`src/hdl/wlml_pkg.sv`:
```
// ----------------------------------------------------------------------------
// wlml_pkg: shared types and constants for the window local minimum labeler
// Field widths, configuration register indexes and sample limits.
// ----------------------------------------------------------------------------
package wlml_pkg;

  localparam int SAMPLE_W        = 32;
  localparam int LABEL_W         = 32;
  localparam int WIN_SIZE_W      = 3;
  localparam int MASK_W          = 49;
  localparam int CFG_W           = 49;
  localparam int CFG_IDX_W       = 2;
  localparam int DEF_MAX_WINDOW  = 7;

  typedef enum logic [CFG_IDX_W-1:0] {
    REG_WIN_SIZE   = 2'd0,
    REG_MASK_BITS  = 2'd1,
    REG_ALLOW_EQ   = 2'd2,
    REG_SEQ_MODE   = 2'd3
  } cfg_reg_t;

  localparam logic signed [SAMPLE_W-1:0] SAMPLE_MAX = {1'b0, {(SAMPLE_W-1){1'b1}}};
  localparam logic [LABEL_W-1:0]         LABEL_TOP  = {LABEL_W{1'b1}};
  localparam logic [LABEL_W-1:0]         LABEL_ONE  = LABEL_W'(1);

  // true when neighbor v rules out center c
  function automatic logic disqualifies(input logic signed [SAMPLE_W-1:0] v,
                                        input logic signed [SAMPLE_W-1:0] c,
                                        input logic                       allow_eq);
    disqualifies = allow_eq ? (v < c) : (v <= c);
  endfunction

endpackage

```
`src/hdl/window_local_minimum_labeler.sv`:
```
// ----------------------------------------------------------------------------
// window_local_minimum_labeler
// Streams one square window per result, row order, and labels the center
// sample when it is a local minimum of the neighbors picked by the mask.
// ----------------------------------------------------------------------------
// A window's label is loaded on its last beat and is valid in the next cycle.
// Throughput: one sample beat per cycle, but a beat at or past the last stored
//   position stalls while a label waits; each beat only compares and updates a
//   few registers, and the label register frees up in the same cycle it is taken.
// Reset (rst, synchronous, active high): config returns to 3x3 window, full
//   mask, strict compare, constant labels; position 0, counter 1, no label.
module window_local_minimum_labeler #(
  parameter int MAX_WINDOW = wlml_pkg::DEF_MAX_WINDOW
) (
  input  logic                                clk,
  input  logic                                rst,
  // configuration write port
  input  logic                                cfg_we,
  input  logic [wlml_pkg::CFG_IDX_W-1:0]      cfg_index,
  input  logic [wlml_pkg::CFG_W-1:0]          cfg_data,
  // sample beats
  input  logic                                in_valid,
  output logic                                in_ready,
  input  logic signed [wlml_pkg::SAMPLE_W-1:0] sample,
  input  logic                                window_start,
  // label beats
  output logic                                out_valid,
  input  logic                                out_ready,
  output logic [wlml_pkg::LABEL_W-1:0]        label
);
  import wlml_pkg::*;

  // window positions run 0 .. MAX_WINDOW^2-1
  localparam int POS_W = $clog2(MAX_WINDOW * MAX_WINDOW);
  localparam logic [WIN_SIZE_W-1:0] MAX_SIDE = WIN_SIZE_W'(MAX_WINDOW);
  localparam logic [WIN_SIZE_W-1:0] MIN_SIDE = WIN_SIZE_W'(3);

  // configuration registers
  logic [WIN_SIZE_W-1:0] win_size;
  logic [MASK_W-1:0]     mask_bits;
  logic                  allow_equals;
  logic                  sequential_mode;

  // window state
  logic [POS_W-1:0]           window_position;
  logic signed [SAMPLE_W-1:0] center_value;
  logic signed [SAMPLE_W-1:0] neighbor_minimum;
  logic                       strict_lower_seen;
  logic                       pre_neighbor_seen; // valid flag for neighbor_minimum
  logic [LABEL_W-1:0]         label_counter;

  // next values
  logic [POS_W-1:0]           window_position_next;
  logic signed [SAMPLE_W-1:0] center_value_next;
  logic signed [SAMPLE_W-1:0] neighbor_minimum_next;
  logic                       strict_lower_seen_next;
  logic                       pre_neighbor_seen_next;
  logic [LABEL_W-1:0]         label_counter_next;
  logic [LABEL_W-1:0]         label_next;

  logic [WIN_SIZE_W-1:0] side;
  logic [POS_W-1:0]      last_pos;
  logic [POS_W-1:0]      center_pos;
  logic [POS_W-1:0]      pos;
  logic                  in_beat;
  logic                  win_done;
  logic                  mask_hit;

  // Effective side: clamp to 3..MAX_WINDOW, drop even sizes by one.
  always_comb begin
    side = win_size;
    if (side < MIN_SIDE) side = MIN_SIDE;
    if (side > MAX_SIDE) side = MAX_SIDE;
    if (!side[0]) side = side - WIN_SIZE_W'(1);
  end

  assign last_pos   = POS_W'(side) * POS_W'(side) - POS_W'(1);
  assign center_pos = last_pos >> 1;

  // A beat can close a window only if the stored position already sits at
  // or past the last index; window_start forces position 0, never the last.
  // Nothing is taken while in reset.
  assign in_ready = !rst && (!out_valid || out_ready || (window_position < last_pos));
  assign in_beat  = in_valid && in_ready;

  assign pos      = window_start ? '0 : window_position;
  assign win_done = (pos >= last_pos);
  assign mask_hit = (32'(pos) < MASK_W) && mask_bits[pos];

  always_comb begin
    center_value_next = center_value;
    label_counter_next = label_counter;
    label_next = '0;

    // first position of a window starts from a clean slate
    if (pos == '0) begin
      neighbor_minimum_next  = SAMPLE_MAX;
      strict_lower_seen_next = 1'b0;
      pre_neighbor_seen_next = 1'b0;
    end else begin
      neighbor_minimum_next  = neighbor_minimum;
      strict_lower_seen_next = strict_lower_seen;
      pre_neighbor_seen_next = pre_neighbor_seen;
    end

    if (pos == center_pos) begin
      // center: check it against the neighbors gathered before it
      center_value_next = sample;
      if (pre_neighbor_seen_next &&
          disqualifies(neighbor_minimum_next, sample, allow_equals))
        strict_lower_seen_next = 1'b1;
    end else if (mask_hit) begin
      if (pos < center_pos) begin
        pre_neighbor_seen_next = 1'b1;
        if (sample < neighbor_minimum_next) neighbor_minimum_next = sample;
      end else if (disqualifies(sample, center_value, allow_equals)) begin
        strict_lower_seen_next = 1'b1;
      end
    end

    if (win_done) begin
      if (strict_lower_seen_next) begin
        label_next = '0;
      end else if (sequential_mode) begin
        label_next = label_counter;
        if (label_counter != LABEL_TOP) label_counter_next = label_counter + LABEL_ONE;
      end else begin
        label_next = LABEL_ONE;
      end
      window_position_next   = '0;
      neighbor_minimum_next  = SAMPLE_MAX;
      strict_lower_seen_next = 1'b0;
      pre_neighbor_seen_next = 1'b0;
    end else begin
      window_position_next = pos + POS_W'(1);
    end
  end

  always_ff @(posedge clk) begin
    if (rst) begin
      win_size          <= WIN_SIZE_W'(3);
      mask_bits         <= MASK_W'(511);
      allow_equals      <= 1'b0;
      sequential_mode   <= 1'b0;
      window_position   <= '0;
      center_value      <= '0;
      neighbor_minimum  <= SAMPLE_MAX;
      strict_lower_seen <= 1'b0;
      pre_neighbor_seen <= 1'b0;
      label_counter     <= LABEL_ONE;
      out_valid         <= 1'b0;
    end else begin
      if (cfg_we) begin
        unique case (cfg_reg_t'(cfg_index))
          REG_WIN_SIZE:  win_size        <= cfg_data[WIN_SIZE_W-1:0];
          REG_MASK_BITS: mask_bits       <= cfg_data[MASK_W-1:0];
          REG_ALLOW_EQ:  allow_equals    <= cfg_data[0];
          REG_SEQ_MODE:  sequential_mode <= cfg_data[0];
          default: ;
        endcase
      end

      if (in_beat) begin
        window_position   <= window_position_next;
        center_value      <= center_value_next;
        neighbor_minimum  <= neighbor_minimum_next;
        strict_lower_seen <= strict_lower_seen_next;
        pre_neighbor_seen <= pre_neighbor_seen_next;
        label_counter     <= label_counter_next;
      end

      // label register: load on a closing beat, else drain when taken
      if (in_beat && win_done) begin
        out_valid <= 1'b1;
      end else if (out_ready) begin
        out_valid <= 1'b0;
      end
    end
  end

  // label payload, no reset needed
  always_ff @(posedge clk) begin
    if (in_beat && win_done) begin
      label <= label_next;
    end
  end

endmodule

```
`config.mk`:
```
export PLATFORM = sky130hd
export DESIGN_NAME = window_local_minimum_labeler
export DESIGN_NICKNAME = d
export VERILOG_FILES = /design/src/hdl/wlml_pkg.sv /design/src/hdl/window_local_minimum_labeler.sv
export SDC_FILE = /design/constraint.sdc
export NUM_CORES = 1
export LEC_CHECK = 0
export BUFFER_PORTS_ARGS = -buffer_cell sky130_fd_sc_hd__buf_2
export CAP_MARGIN = 30
export CORE_ASPECT_RATIO = 0.5
export CORE_MARGIN = 2
export CORE_UTILIZATION = 55
export CTS_BUF_LIST = sky130_fd_sc_hd__clkbuf_8
export DETAILED_ROUTE_END_ITERATION = 7
export PLACE_DENSITY_LB_ADDON = 0.25
export SLEW_MARGIN = 30
export SYNTH_ARGS = -nofsm -noshare
export SYNTH_HDL_FRONTEND = slang
export SYNTH_SLANG_ARGS = --single-unit
```
`constraint.sdc`:
```
create_clock -name clk -period 11.5 [get_ports clk]
set_input_delay 0.575 -clock clk [delete_from_list [all_inputs] [get_ports clk]]
set_output_delay 0.575 -clock clk [all_outputs]
set_load 0.05 [all_outputs]
```
== Word-level counts from Yosys, hierarchy flattened ==
Index checks and enable logic that the tools add are counted.
W data, S select, Z words.

* Add/sub/neg operators: 4
* Multipliers: 1
* $lt $le $gt $ge: 12
* Equal/unequal tests: 5
* Multiplexer cells: 30
* Bitwise gates (word level): 3
* Reductions and logical operators: 20

{| class="wikitable"
|+ Operators by type and width
! cell !! number
|-
| $mux W32 || 6
|-
| $lt A32 B32 Y1 || 3
|-
| $le A32 B32 Y1 || 2
|-
| $add A32 B1 Y32 const B || 1
|-
| $ne A32 B32 Y1 const B || 1
|-
| $mux W1 || 18
|-
| $mux W6 || 2
|-
| $reduce_and A2 Y1 || 5
|-
| $mux W3 || 3
|-
| $lt A6 B7 Y1 const B || 1
|-
| $add A6 B1 Y6 const B || 1
|-
| $bmux W1 S6 || 1
|-
| $eq A6 B5 Y1 || 1
|-
| $ge A6 B6 Y1 || 1
|-
| $logic_not A6 Y1 || 1
|-
| $lt A6 B5 Y1 || 1
|-
| $lt A6 B6 Y1 || 1
|-
| $lt A6 B6 Y1 const B || 1
|-
| $mul A3 B3 Y6 || 1
|-
| $sub A6 B1 Y6 const B || 1
|-
| $logic_and A1 B1 Y1 || 5
|-
| $reduce_and A5 Y1 || 1
|-
| $eq A2 B2 Y1 const B || 2
|-
| $gt A3 B3 Y1 const B || 1
|-
| other kinds (10) || 14
|}

* Register bits: 191
* Bits of input ports: 89
* Output and inout bits: 34
* Logic and storage cells: 88

== Depth between registers and ports, before layout ==
Gate-level depths: netlist of the first run.

* Depth after elaboration: 14
* Gate-level depth with buffers: 20
* Mapped depth without buffers: 17

== Worst setup path before layout of the first run ==
OpenSTA, ideal clock, no wires.

* Path kind: in2reg
* From: in window_start
* To: reg label_counter[13]
* Library setup time: 123 ps
* Arrival: 3981 ps
* Required time: 11377 ps
* Path slack: 7396 ps
* Stages on the path: 15
* Buffers on the path: 4
* Cell sequence: buf_2 clkbuf_1 o21a_1 clkbuf_1 clkbuf_1 nor2_1 ha_1 a21oi_1 nand2_1 a221oi_1 o211ai_1 or3_1 a32o_2 or3_1 mux2_1

* Cells in the longest elaborated chain, start to end: 10
* Elaborated cells between the ends (all ways): 23
* Classes of those cells: order compare: 5; eq/ne: 1; mux: 12; bitwise: 1; reduce/logical: 4

{| class="wikitable"
|+ Ends and longest elaborated chain
! element !! line !! source
|-
| from (decl) || window_local_minimum_labeler.sv:25 || <nowiki>input logic window_start,</nowiki>
|-
| $mux W6 (*) || window_local_minimum_labeler.sv:86 || <nowiki>assign pos = window_start ? '0 : window_position;</nowiki>
|-
| $logic_not A6 Y1 || window_local_minimum_labeler.sv:96 || <nowiki>if (pos == '0) begin</nowiki>
|-
| $mux W32 || window_local_minimum_labeler.sv:96 ||
|-
| $le A32 B32 Y1 or $lt A32 B32 Y1 (tied branches) || wlml_pkg.sv:30 || <nowiki>disqualifies = allow_eq ? (v < c) : (v <= c);</nowiki>
|-
| $mux W1 || wlml_pkg.sv:30 ||
|-
| $logic_and A1 B1 Y1 || window_local_minimum_labeler.sv:109 || <nowiki>if (pre_neighbor_seen_next &&</nowiki>
|-
| $mux W1 || window_local_minimum_labeler.sv:109 ||
|-
| $mux W1 || window_local_minimum_labeler.sv:106 || <nowiki>if (pos == center_pos) begin</nowiki>
|-
| $not A1 Y1 (no source line) || - ||
|-
| $reduce_and A5 Y1 (no source line) (*) || - ||
|-
| to (signal assigned) || window_local_minimum_labeler.sv:169 || <nowiki>label_counter <= label_counter_next;</nowiki>
|-
| to (decl) || window_local_minimum_labeler.sv:50 || <nowiki>logic [LABEL_W-1:0] label_counter;</nowiki>
|}

Mark *: on every way between the ends. The rest lies on a longest branch, timed or not. The select of a mux whose other input is x is not followed.
A chain may end at the register's enable or synchronous reset.

== Worst setup path after layout of the first run ==
* From: reg window_position[0]
* To: reg label[2] (netlist name), data pin

* Cells in the longest elaborated chain, start to end: 9
* Elaborated cells between the ends (all ways): 23
* Classes of those cells: order compare: 5; eq/ne: 1; mux: 12; bitwise: 1; reduce/logical: 4

{| class="wikitable"
|+ Ends and longest elaborated chain
! element !! line !! source
|-
| from (decl) || window_local_minimum_labeler.sv:45 || <nowiki>logic [POS_W-1:0] window_position;</nowiki>
|-
| from (signal assigned) || window_local_minimum_labeler.sv:164 || <nowiki>window_position <= window_position_next;</nowiki>
|-
| $mux W6 (*) || window_local_minimum_labeler.sv:86 ||
|-
| $logic_not A6 Y1 || window_local_minimum_labeler.sv:96 ||
|-
| $mux W32 || window_local_minimum_labeler.sv:96 ||
|-
| $le A32 B32 Y1 or $lt A32 B32 Y1 (tied branches) || wlml_pkg.sv:30 ||
|-
| $mux W1 || wlml_pkg.sv:30 ||
|-
| $logic_and A1 B1 Y1 || window_local_minimum_labeler.sv:109 ||
|-
| $mux W1 || window_local_minimum_labeler.sv:109 ||
|-
| $mux W1 || window_local_minimum_labeler.sv:106 ||
|-
| $reduce_or A3 Y1 (no source line) (*) || - ||
|-
| to (signal assigned) || window_local_minimum_labeler.sv:184 || <nowiki>label <= label_next;</nowiki>
|-
| to (decl) || window_local_minimum_labeler.sv:29 || <nowiki>output logic [wlml_pkg::LABEL_W-1:0] label</nowiki>
|}

Marked as above.

==> key figures, run 1 <==
Critical path
  – CP top delay family: simple AND/OR/NAND/NOR gates
  – CP startpoint kind: flip-flop
  – Worst R2R End: label[2]
  – Worst EP required: 11.84 ns
  – Worst path slowest cell: dfxtp_1
  – Worst path cell trace: nor2b_2 > inv_1 > ha_1 > o21a_2 > nand2b_1 > ha_1 > nand4_1 > nor2_1 > a221oi_1 > o211ai_1 > or3_1 > a32oi_2 > buf_4 > and2_2 > and3_1
  – R2r setup slk: ~6.1 ns
  – Endpoint kind of the worst setup timing path: flip-flop
  – CP max FO: 35
  – Buf+Inv Stages, Crit Path: 2
  – Crit path DAT: 5.78 ns
  – Most frequent CP cell: ha_1
  – Max incr delay on CP: 0.89 ns
  – Worst R2R Start: window_position[0]
  – Reg2Reg Depth: 15
  – Crit Path Class: flip-flop to flip-flop

Die
  – Site row count: 34
  – Die X: approximately 190 um
  – Initial core utilization: 56.61%
  – Die Y: 98.98 um
  – Die ar.: 19200 sq um
  – Core box area: 17530 sq um
  – IO Pins: 123

Global routing
  – Initial antenna violation count: 0
  – GRT Total Usage: 23.82%
  – GRT overflow: 0
  – First-pass GRT wire length: between 30000 and 40000 um
  – Largest net degree at the start of global routing: 82
  – Vias in the first global route: 7985

Drt
  – DR top layer: met4
  – Vias per cell: 5.796
  – WL/cell: 15.64 um
  – Met2 routed WL: 11140 um
  – 1st-pass router iterations: 5
  – Initial detailed-routing violation count: just over 500
  – Residual DRC count: 0
  – Vias: 8491
  – Met3 WL: 987 um
  – WL final: approximately 23000 um
  – Final antenna-violating net count: 0
  – M1 WL: 10480 um

Timing
  – Max Transition Viols Final: 0
  – Max Clk Rate: 0.1839 GHz
  – Min setup slack post-route: between 6 and 7 ns
  – Period utilization: 47.28%
  – Setup TNS: 0 ns
  – Worst Clk Skew: 0.01805 ns
  – Final hold violation count: 0
  – RSZ-0062 raised after global routing: no
  – Period minus WS final: between 5 and 6 ns
  – Actual slew at the worst max-slew pin: 0.9458 ns
  – Setup Viol. Count Final: 0
  – Relative slew slack: 36.95%

Clocking
  – H-tree depth: 4
  – CTS tree: built
  – Worst-skew pair later-pin latency: approximately 0.48 ns
  – Cts hold-fix bufs: 0
  – Post-CTS Setup Inserts: 0
  – Root Buffer: clkbuf_8
  – Clock tree buffer depth: 2
  – Worst-path clk slew: 0.10 ns
  – Post-CTS sizing: 0
  – Total CTS buffers: 17
  – # clock sinks: 191

Yosys
  – Yosys reg bits: 191
  – Post-synth EDFFs: 32
  – Mapped Area: 9922 sq um
  – Synth warn: 0
  – Area leader, netlist: dfxtp_1
  – Yosys cell types: 70
  – Sequential-to-total area share from yosys stat: a little over two fifths
  – Syn nets: 1307
  – Post-synth top area share: 32.08%
  – Main synth FF type: dfxtp_1
  – Mean Syn Cell Area: 8.704 sq um
  – Dominant cells by area after synthesis: dfxtp_1 32%, ha_1 9.8%, edfxtp_1 9.7%
  – Ys async rst share: 0%
  – Mapped Cells: 1140

Layout
  – Layout cells sized above 1: 16.49%
  – Nets@finish: 1386
  – P&R area growth vs syn: 10.39%
  – Ant diodes: 0
  – Fin area: 10950 sq um
  – Fill count: roughly 1.5k

Status
  – Status: finished clean

Placement
  – Dpl cell area: 10590 sq um
  – Dpl hpwl: 16030 um
  – Post-place setup slack: roughly 5.7 ns
  – Port Buffers: 122
  – GP Congestion: 0.9055

Job
  – Maxcap violations: 0

Pwr
  – Static Leak: 4.304 nW
  – Worst VDD drop: ~0.000076 V
  – Cell Pwr Density: 113.6 nW/um^2

Worst hold path
  – Worst hold path class: input pin to flip-flop
  – Hold endpoint: mask_bits[6]
  – HP Start: cfg_data[6]
  – Hold Crit Depth: 3
==> registers in the layout, summed over array words and instances, names as in the netlist, 3 cells and up <==
| name | count |
|---|---|
| center_value | 32 |
| label | 32 |
| label_counter | 32 |
| mask_bits | 49 |
| neighbor_minimum | 32 |
| win_size | 3 |
| window_position | 6 |
==> metrics by stage <==
stage / power (W) / utilization [%] / hold slack, ns / instances
after floorplan: 0.0007988 / - / 0.4316 / 1140
after CTS: 0.001248 / 62.46 / 0.3097 / 1465
final: 0.001244 / 62.49 / 0.3212 / 1465
after detailed placement: 0.0008427 / 60.42 / 0.4463 / 1434
after global routing: 0.001296 / 62.49 / 0.3067 / 1465
after global placement: 0.0008368 / 60.32 / 0.4403 / 1434
==> cell usage in the layout (no fill, tap or decap), types with 31 or more instances in the layout <==
cell type / count
and3_1: 44
nand2_1: 197
a21oi_1: 113
edfxtp_1: 32
ha_1: 78
nor2_1: 81
inv_1: 54
o22a_1: 31
nand4_1: 31
buf_2: 121
dfxtp_1: 158
==> logic make-up after synthesis <==
family                     share of synthesized area, %
buffers and inverters                             5.107
DFF                                               41.77
and+or+nand+nor                                   23.56
adders and majority gates                         9.836
AOI/OAI and AO/OA                                 14.63
xor gates and xnor gates                         0.1766
muxes                                             4.931
==> area by class of cell <==
class	instances	area (sq um)	share of cell area, %
Sequential cell	191	4145	37.85
Timing Repair Buffer	128	658.1	6.009
Multi-Input combinational cell	827	5295	48.34
Clock inverter	11	83.83	0.7654
Clock buffer	20	275.3	2.513
Tap cell	234	292.8	2.673
Inverter	54	202.7	1.851
==> Yosys cell counts (4+ instances only) <==
library cell  count
clkbuf_1         49
and2_1            5
nor4_1            8
mux2i_1          14
edfxtp_1         32
or4_1             4
inv_1            54
nand2_1         199
nand3b_1         10
mux4_2            6
nand4_1          31
o21a_1            4
a31oi_1           4
or2_2             6
and4_1            6
nand2b_1         13
nor2b_1          29
o22a_1           31
nand3_1          24
dfxtp_1         159
nor3_1           10
a211oi_1          6
mux2_1            7
a21oi_1         113
buf_2             8
or3_1             5
mux2_2           12
and3_1           44
ha_1             78
o31ai_1           6
o21ai_0          18
nor2_1           82
buf_4             4
==> power by group <==
group,internal (W),leakage (nW),switching [W]
clock network,0.000167,0.179,0.000248
logic,0.0000475,2.57,0.0000751
registers,0.000694,1.55,0.0000115
total,0.000909,4.30,0.000335
==> tightest hold or removal path: stages <==
cell and delay [ns]:
buf_2 0.08, nand2_1 0.04, nand3b_1 0.07
==> worst max-delay path by stage <==
| stage | startpoint | to | slack, ns | depth (start not counted) |
|---|---|---|---|---|
| after floorplan | window_start | label_counter[13] | 7.40 | 15 |
| after global placement | window_position[0] | label[4] | 5.68 | 15 |
| after detailed placement | window_position[0] | label[2] | 5.68 | 15 |
| after CTS | window_position[0] | label[2] | 5.57 | 15 |
| after global routing | window_position[0] | label[7] | 5.71 | 15 |
| final | window_position[0] | label[2] | 6.06 | 15 |
==> per-layer routing <==
layer | vias to the layer above | GRT usage (%)
li1 | 4177 | -
met1 | 4089 | 30.45
met2 | 196 | 41.59
met3 | 29 | 4.723
met4 | 0 | 6.352
met5 | - | 0
Note: power is estimated with default switching activity, not from simulation.
==> run 2, diff against run 1 <==
clock period = 5.5 ns   (was 11.5 ns; I/O delays follow)
==> run 2 against run 1 <==
  * Clock power rose to 2.6 times the previous value
  * Clock skew up 0.0020 ns
  * Sequential cell count unchanged
  * Critical path type unchanged
==> key figures, run 2 (same netlist as run 1, synthesis figures left out) <==
Status
  – Status: finished clean

Worst hold path
  – Worst hold path class: input pin to flip-flop
  – HP Start: cfg_data[6]

Timing
  – Period minus WS final: 4.681 ns
  – Actual slew at the worst max-slew pin: slightly above 0.9 ns
  – Max Transition Viols Final: 0
  – Setup TNS: 0 ns
  – Max Clk Rate: 0.2137 GHz
  – Setup Viol. Count Final: 0
  – Worst Clk Skew: 0.02002 ns
  – RSZ-0062 raised after global routing: no
  – Min setup slack post-route: 0.8195 ns
  – Relative slew slack: 38.41%
  – Final hold violation count: 0
  – Period utilization: a little under nine tenths

Clocking
  – Root Buffer: clkbuf_8
  – Total CTS buffers: 17
  – CTS tree: built
  – Worst-path clk slew: 0.09 ns
  – Clock tree buffer depth: 2
  – # clock sinks: around 190
  – H-tree depth: 4
  – Worst-skew pair later-pin latency: 0.48 ns

Die
  – Core box area: ~18000 sq um
  – Die X: around 190 um
  – Site row count: 34
  – Die ar.: 19200 sq um
  – IO Pins: roughly 120
  – Die Y: 98.98 um
  – Initial core utilization: 56.61%

Layout
  – Fill count: approximately 1.5k
  – P&R area growth vs syn: 12.17%
  – Area of the multi-input gates: 5285 sq um
  – Nets@finish: around 1.4k
  – Layout cells sized above 1: 16.51%
  – Most frequent cells in the layout: 197 x nand2_1, 158 x dfxtp_1, 121 x buf_2
  – Fin area: 11130 sq um
  – Largest Register: mask_bits
  – Most common cell after layout, fill and taps aside: nand2_1
  – Ant diodes: 0
  – FF/Latch Area: 4145 sq um
  – Final core occ: 63.50%
  – Max reg flops: roughly 50

Global routing
  – Vias in the first global route: 8008
  – GRT Total Usage: 24.64%
  – GRT overflow: 0
  – Largest net degree at the start of global routing: 80
  – Initial antenna violation count: 0
  – First-pass GRT wire length: around 39000 um

Placement
  – GP Congestion: 0.9444
  – Port Buffers: around 120
  – Dpl hpwl: about 16000 um
  – Post-place setup slack: 0.8510 ns
  – Dpl cell area: 10620 sq um

Pwr
  – Worst VDD drop: 0.0001749 V
  – Cell Pwr Density: ~250 nW/um^2
  – Static Leak: approximately 4.4 nW

Critical path
  – Endpoint kind of the worst setup timing path: flip-flop
  – R2r setup slk: 0.82 ns
  – Worst R2R End: label_counter[10]
  – Crit Path Class: flip-flop to flip-flop
  – Crit path DAT: around 5.0 ns
  – Worst R2R Start: window_position[0]
  – Reg2Reg Depth: 17
  – CP startpoint kind: flip-flop
  – Worst Setup EP: label_counter[10]
  – Worst EP required: 5.86 ns
  – CP max FO: 26
  – CP startpoint: window_position[0]

Drt
  – WL/cell: 15.61 um
  – WL final: between 20000 and 25000 um
  – 1st-pass router iterations: 5
  – Residual DRC count: 0
  – Final antenna-violating net count: 0
  – Vias per cell: 5.699
  – Initial detailed-routing violation count: roughly 490
  – Vias: 8411

Job
  – Maxcap violations: 0
-- run 2: metal layers --
layer | part of all wire [%] | up-vias | global-route usage [%]
met4 | 1.1 | 0 | 7.051
met5 | 0 | - | 0
met2 | 49 | 178 | 42.53
met1 | 46 | 4014 | 32.07
li1 | - | 4197 | -
met3 | 4.0 | 22 | 4.415
-- run 2: how the worst min path moves through the flow --
stage,slack (ns),cells after the start,to
2_1_floorplan,0.39,1,win_size[0]
4_1_cts,0.0004,3,mask_bits[11]
5_1_grt,0.004,3,mask_bits[6]
3_3_place_gp,0.44,2,mask_bits[31]
3_5_place_dp,0.45,2,mask_bits[18]
6_report,0.02,3,mask_bits[6]
-- run 2: cell type report --
class	instances	area share (%)
Multi-Input combinational cell	827	47.49
Sequential cell	191	37.25
Timing Repair Buffer	138	6.678
Tap cell	234	2.631
Clock buffer	18	2.226
Clock inverter	14	1.911
Inverter	54	1.821
-- run 2: timing repair --
action                                 4_1_cts  5_1_grt
setup endpoints to repair                    0        0
setup buffers                                0        0
hold buffers                                 4        0
gates resized for setup                      0        0
endpoints found under the hold margin        4        0
-- run 2: stage by stage --
step | cells | power (W) | hold WS, ns
after floorplan | 1140 | 0.001670 | 0.3928
after global placement | 1440 | 0.001753 | 0.4391
after detailed placement | 1440 | 0.001764 | 0.4452
after CTS | 1476 | 0.002823 | 0.0004350
after global routing | 1476 | 0.002909 | 0.004399
final | 1476 | 0.002805 | 0.02142
-- run 2: critical path, stage by stage (launching register included) --
cell and delay (ns):
dfxtp_1 0.31, buf_4 0.20, nor2b_1 0.17, inv_1 0.07, ha_1 0.18, o21a_1 0.55
buf_4 0.35, nor2_1 0.07, ha_1 0.30, nand4_1 0.16, nor3_1 0.11, a21boi_0 0.15
o31a_1 0.33, or3_1 0.41, a32oi_2 0.36, buf_4 0.35, nand4_1 0.17, mux2_2 0.32
-- run 2: report_power, final --
part	internal, W	switching, W	leakage [nW]
registers	0.00145	0.0000207	1.55
logic	0.000103	0.000161	2.62
clock network	0.000553	0.000515	0.232
total	0.00211	0.000697	4.40
==> run 3, diff against run 2 <==
CORE_UTILIZATION = 25   (was 55)
==> run 3 against run 2 <==
  * Worst setup slack lost 0.034 ns
  * Critical path depth shrank 4
  * Clock power shrank 6%
  * Clock-buffer cell count shrank 1
  * Cell count grew 23%
  * Global-route usage shrank 12 points
  * Register-to-register slack lost 0.03 ns
  * Non-clock buffer count grew 44
  * Via count grew 1.1%
  * Combinational power grew 11%
  * Maximum frequency shrank 0.72%
  * Critical path type unchanged
  * Highest routed layer unchanged
==> key figures, run 3 (same netlist as run 1, synthesis figures left out) <==
Die
  – Die X: 285.7 um
  – Die Y: about 140 um
  – Initial core utilization: 25.45%
  – Core box area: 38990 sq um
  – Site row count: 51
  – IO Pins: around 120
  – Die ar.: 41390 sq um

Drt
  – WL final: 26830 um
  – Vias per cell: 4.674
  – 1st-pass router iterations: 5
  – Final antenna-violating net count: 0
  – Initial detailed-routing violation count: about 380
  – Residual DRC count: 0
  – Vias: around 8.5k
  – WL/cell: between 10 and 15 um

Critical path
  – Buf+Inv Stages, Crit Path: 1
  – Reg2Reg Depth: 13
  – CP Depth: 13
  – Endpoint kind of the worst setup timing path: flip-flop
  – CP top delay family: compound AO/OA/AOI/OAI gates
  – R2r setup slk: 0.79 ns
  – Crit path DAT: between 5 and 6 ns
  – Worst path cell trace: nor4_1 > o21a_1 > buf_4 > nor2_1 > ha_1 > nand4_1 > nor3_1 > a21boi_0 > o31a_1 > or3_1 > a32o_2 > or3_1 > mux2_1
  – Worst R2R End: label_counter[13]
  – Most frequent CP cell: or3_1
  – Max incr delay on CP: 0.66 ns
  – Worst R2R Start: window_position[2]
  – Worst path slowest cell: o21a_1
  – Worst EP required: 5.90 ns
  – Crit Path Class: flip-flop to flip-flop
  – CP max FO: 20
  – CP startpoint kind: flip-flop

Layout
  – Nets@finish: 1440
  – Fill count: 4065
  – Area of the multi-input gates: between 5000 and 6000 sq um
  – P&R area growth vs syn: 19.90%
  – Final core occ: between 30% and 40%
  – Most frequent cells in the layout: 199 x nand2_1, 158 x dfxtp_1, 121 x buf_2
  – FF/Latch Area: 4145 sq um
  – Max reg flops: just under 50
  – Layout cells sized above 1: 15.94%
  – Largest Register: mask_bits
  – Most common cell after layout, fill and taps aside: nand2_1

Global routing
  – Vias in the first global route: 8207
  – GRT busiest layer: met2
  – Met1 Use GR: around 16%
  – Met3 Use GR: 2.853%
  – Initial antenna violation count: 3
  – GRT overflow: 0
  – GRT Total Usage: 13.01%
  – Met2 Use GR: 22.07%
  – Largest net degree at the start of global routing: 90
  – First-pass GRT wire length: 42690 um

Timing
  – Setup TNS: 0 ns
  – Max Clk Rate: 0.2121 GHz
  – Period utilization: between 80 and 90%
  – RSZ-0062 raised after global routing: no
  – Relative slew slack: 40.48%
  – Final hold violation count: 0
  – Period minus WS final: 4.714 ns
  – Worst Clk Skew: 0.01644 ns
  – Max Transition Viols Final: 0
  – Actual slew at the worst max-slew pin: slightly below 0.9 ns
  – Setup Viol. Count Final: 0

Status
  – Status: finished clean

Clocking
  – H-tree depth: 4
  – Post-CTS sizing: 0
  – Total CTS buffers: 17
  – Root Buffer: clkbuf_8
  – Clock tree buffer depth: 2
  – Worst-path clk slew: 0.11 ns
  – Worst-skew pair later-pin latency: between 0.5 and 0.6 ns
  – CTS tree: built
  – # clock sinks: 191

Worst hold path
  – HP Start: sample[11]
  – Worst hold path class: input pin to flip-flop
  – Hold Crit Depth: 2
  – Hold endpoint: neighbor_minimum[11]

Pwr
  – Static Leak: 4.567 nW
  – Worst VDD drop: ~0.00014 V
  – Cell Pwr Density: 233.5 nW/um^2

Placement
  – Dpl hpwl: 18950 um
  – Port Buffers: between 100 and 150
  – GP Congestion: 0.8225

Job
  – Maxcap violations: 0
[run 3: per-stage QoR]
step,worst slack (ns),hold WS [ns],cells,power (W),cell area [sq um]
4_1_cts,0.7197,0.0003812,1816,0.002809,11880
2_1_floorplan,1.490,0.3928,1140,0.001670,9922
3_5_place_dp,0.6236,0.4467,1739,0.001771,11010
5_1_grt,0.4456,0.01253,1817,0.002904,11890
6_report,0.7855,0.03692,1820,0.002778,11900
3_3_place_gp,0.8067,0.4418,1739,0.001765,11010
[run 3: report_power, final]
| group | internal (W) | leakage (nW) | switching (W) |
|---|---|---|---|
| clock network | 0.000457 | 0.211 | 0.000557 |
| registers | 0.00145 | 1.55 | 0.0000204 |
| logic | 0.000123 | 2.81 | 0.000169 |
[run 3: how the worst max path moves through the flow]
stage | start | endpoint | slack, ns
after global routing | window_position[2] | label[0] | 0.45
after global placement | window_start | label_counter[13] | 0.81
after CTS | window_position[2] | label[0] | 0.72
final | window_position[2] | label_counter[13] | 0.79
after floorplan | window_position[1] | label_counter[13] | 1.49
after detailed placement | window_start | label_counter[13] | 0.62
[run 3: cell type report]
cell class                 count  share of cell area [%]
antenna                        4                 0.08414
clock buffer                  17                   1.967
clock inverter                15                   1.525
inverter                      54                   1.704
multi-input combinational    827                   44.38
sequential                   191                   34.84
tap                          530                   5.574
timing repair buffer         182                   9.918
[run 3: layer usage]
layer / vias up / routed length (um)
li1: 4290 / -
met1: 4073 / 12660
met2: 107 / 12780
met3: 36 / 861
met4: 0 / 530
met5: - / 0
[run 3: repair_timing]
item / in CTS / in global routing
buffers inserted: 0 / 0
endpoints found under the setup margin: 0 / 0
hold endpoints to repair: 46 / 0
hold buffers: 45 / 0
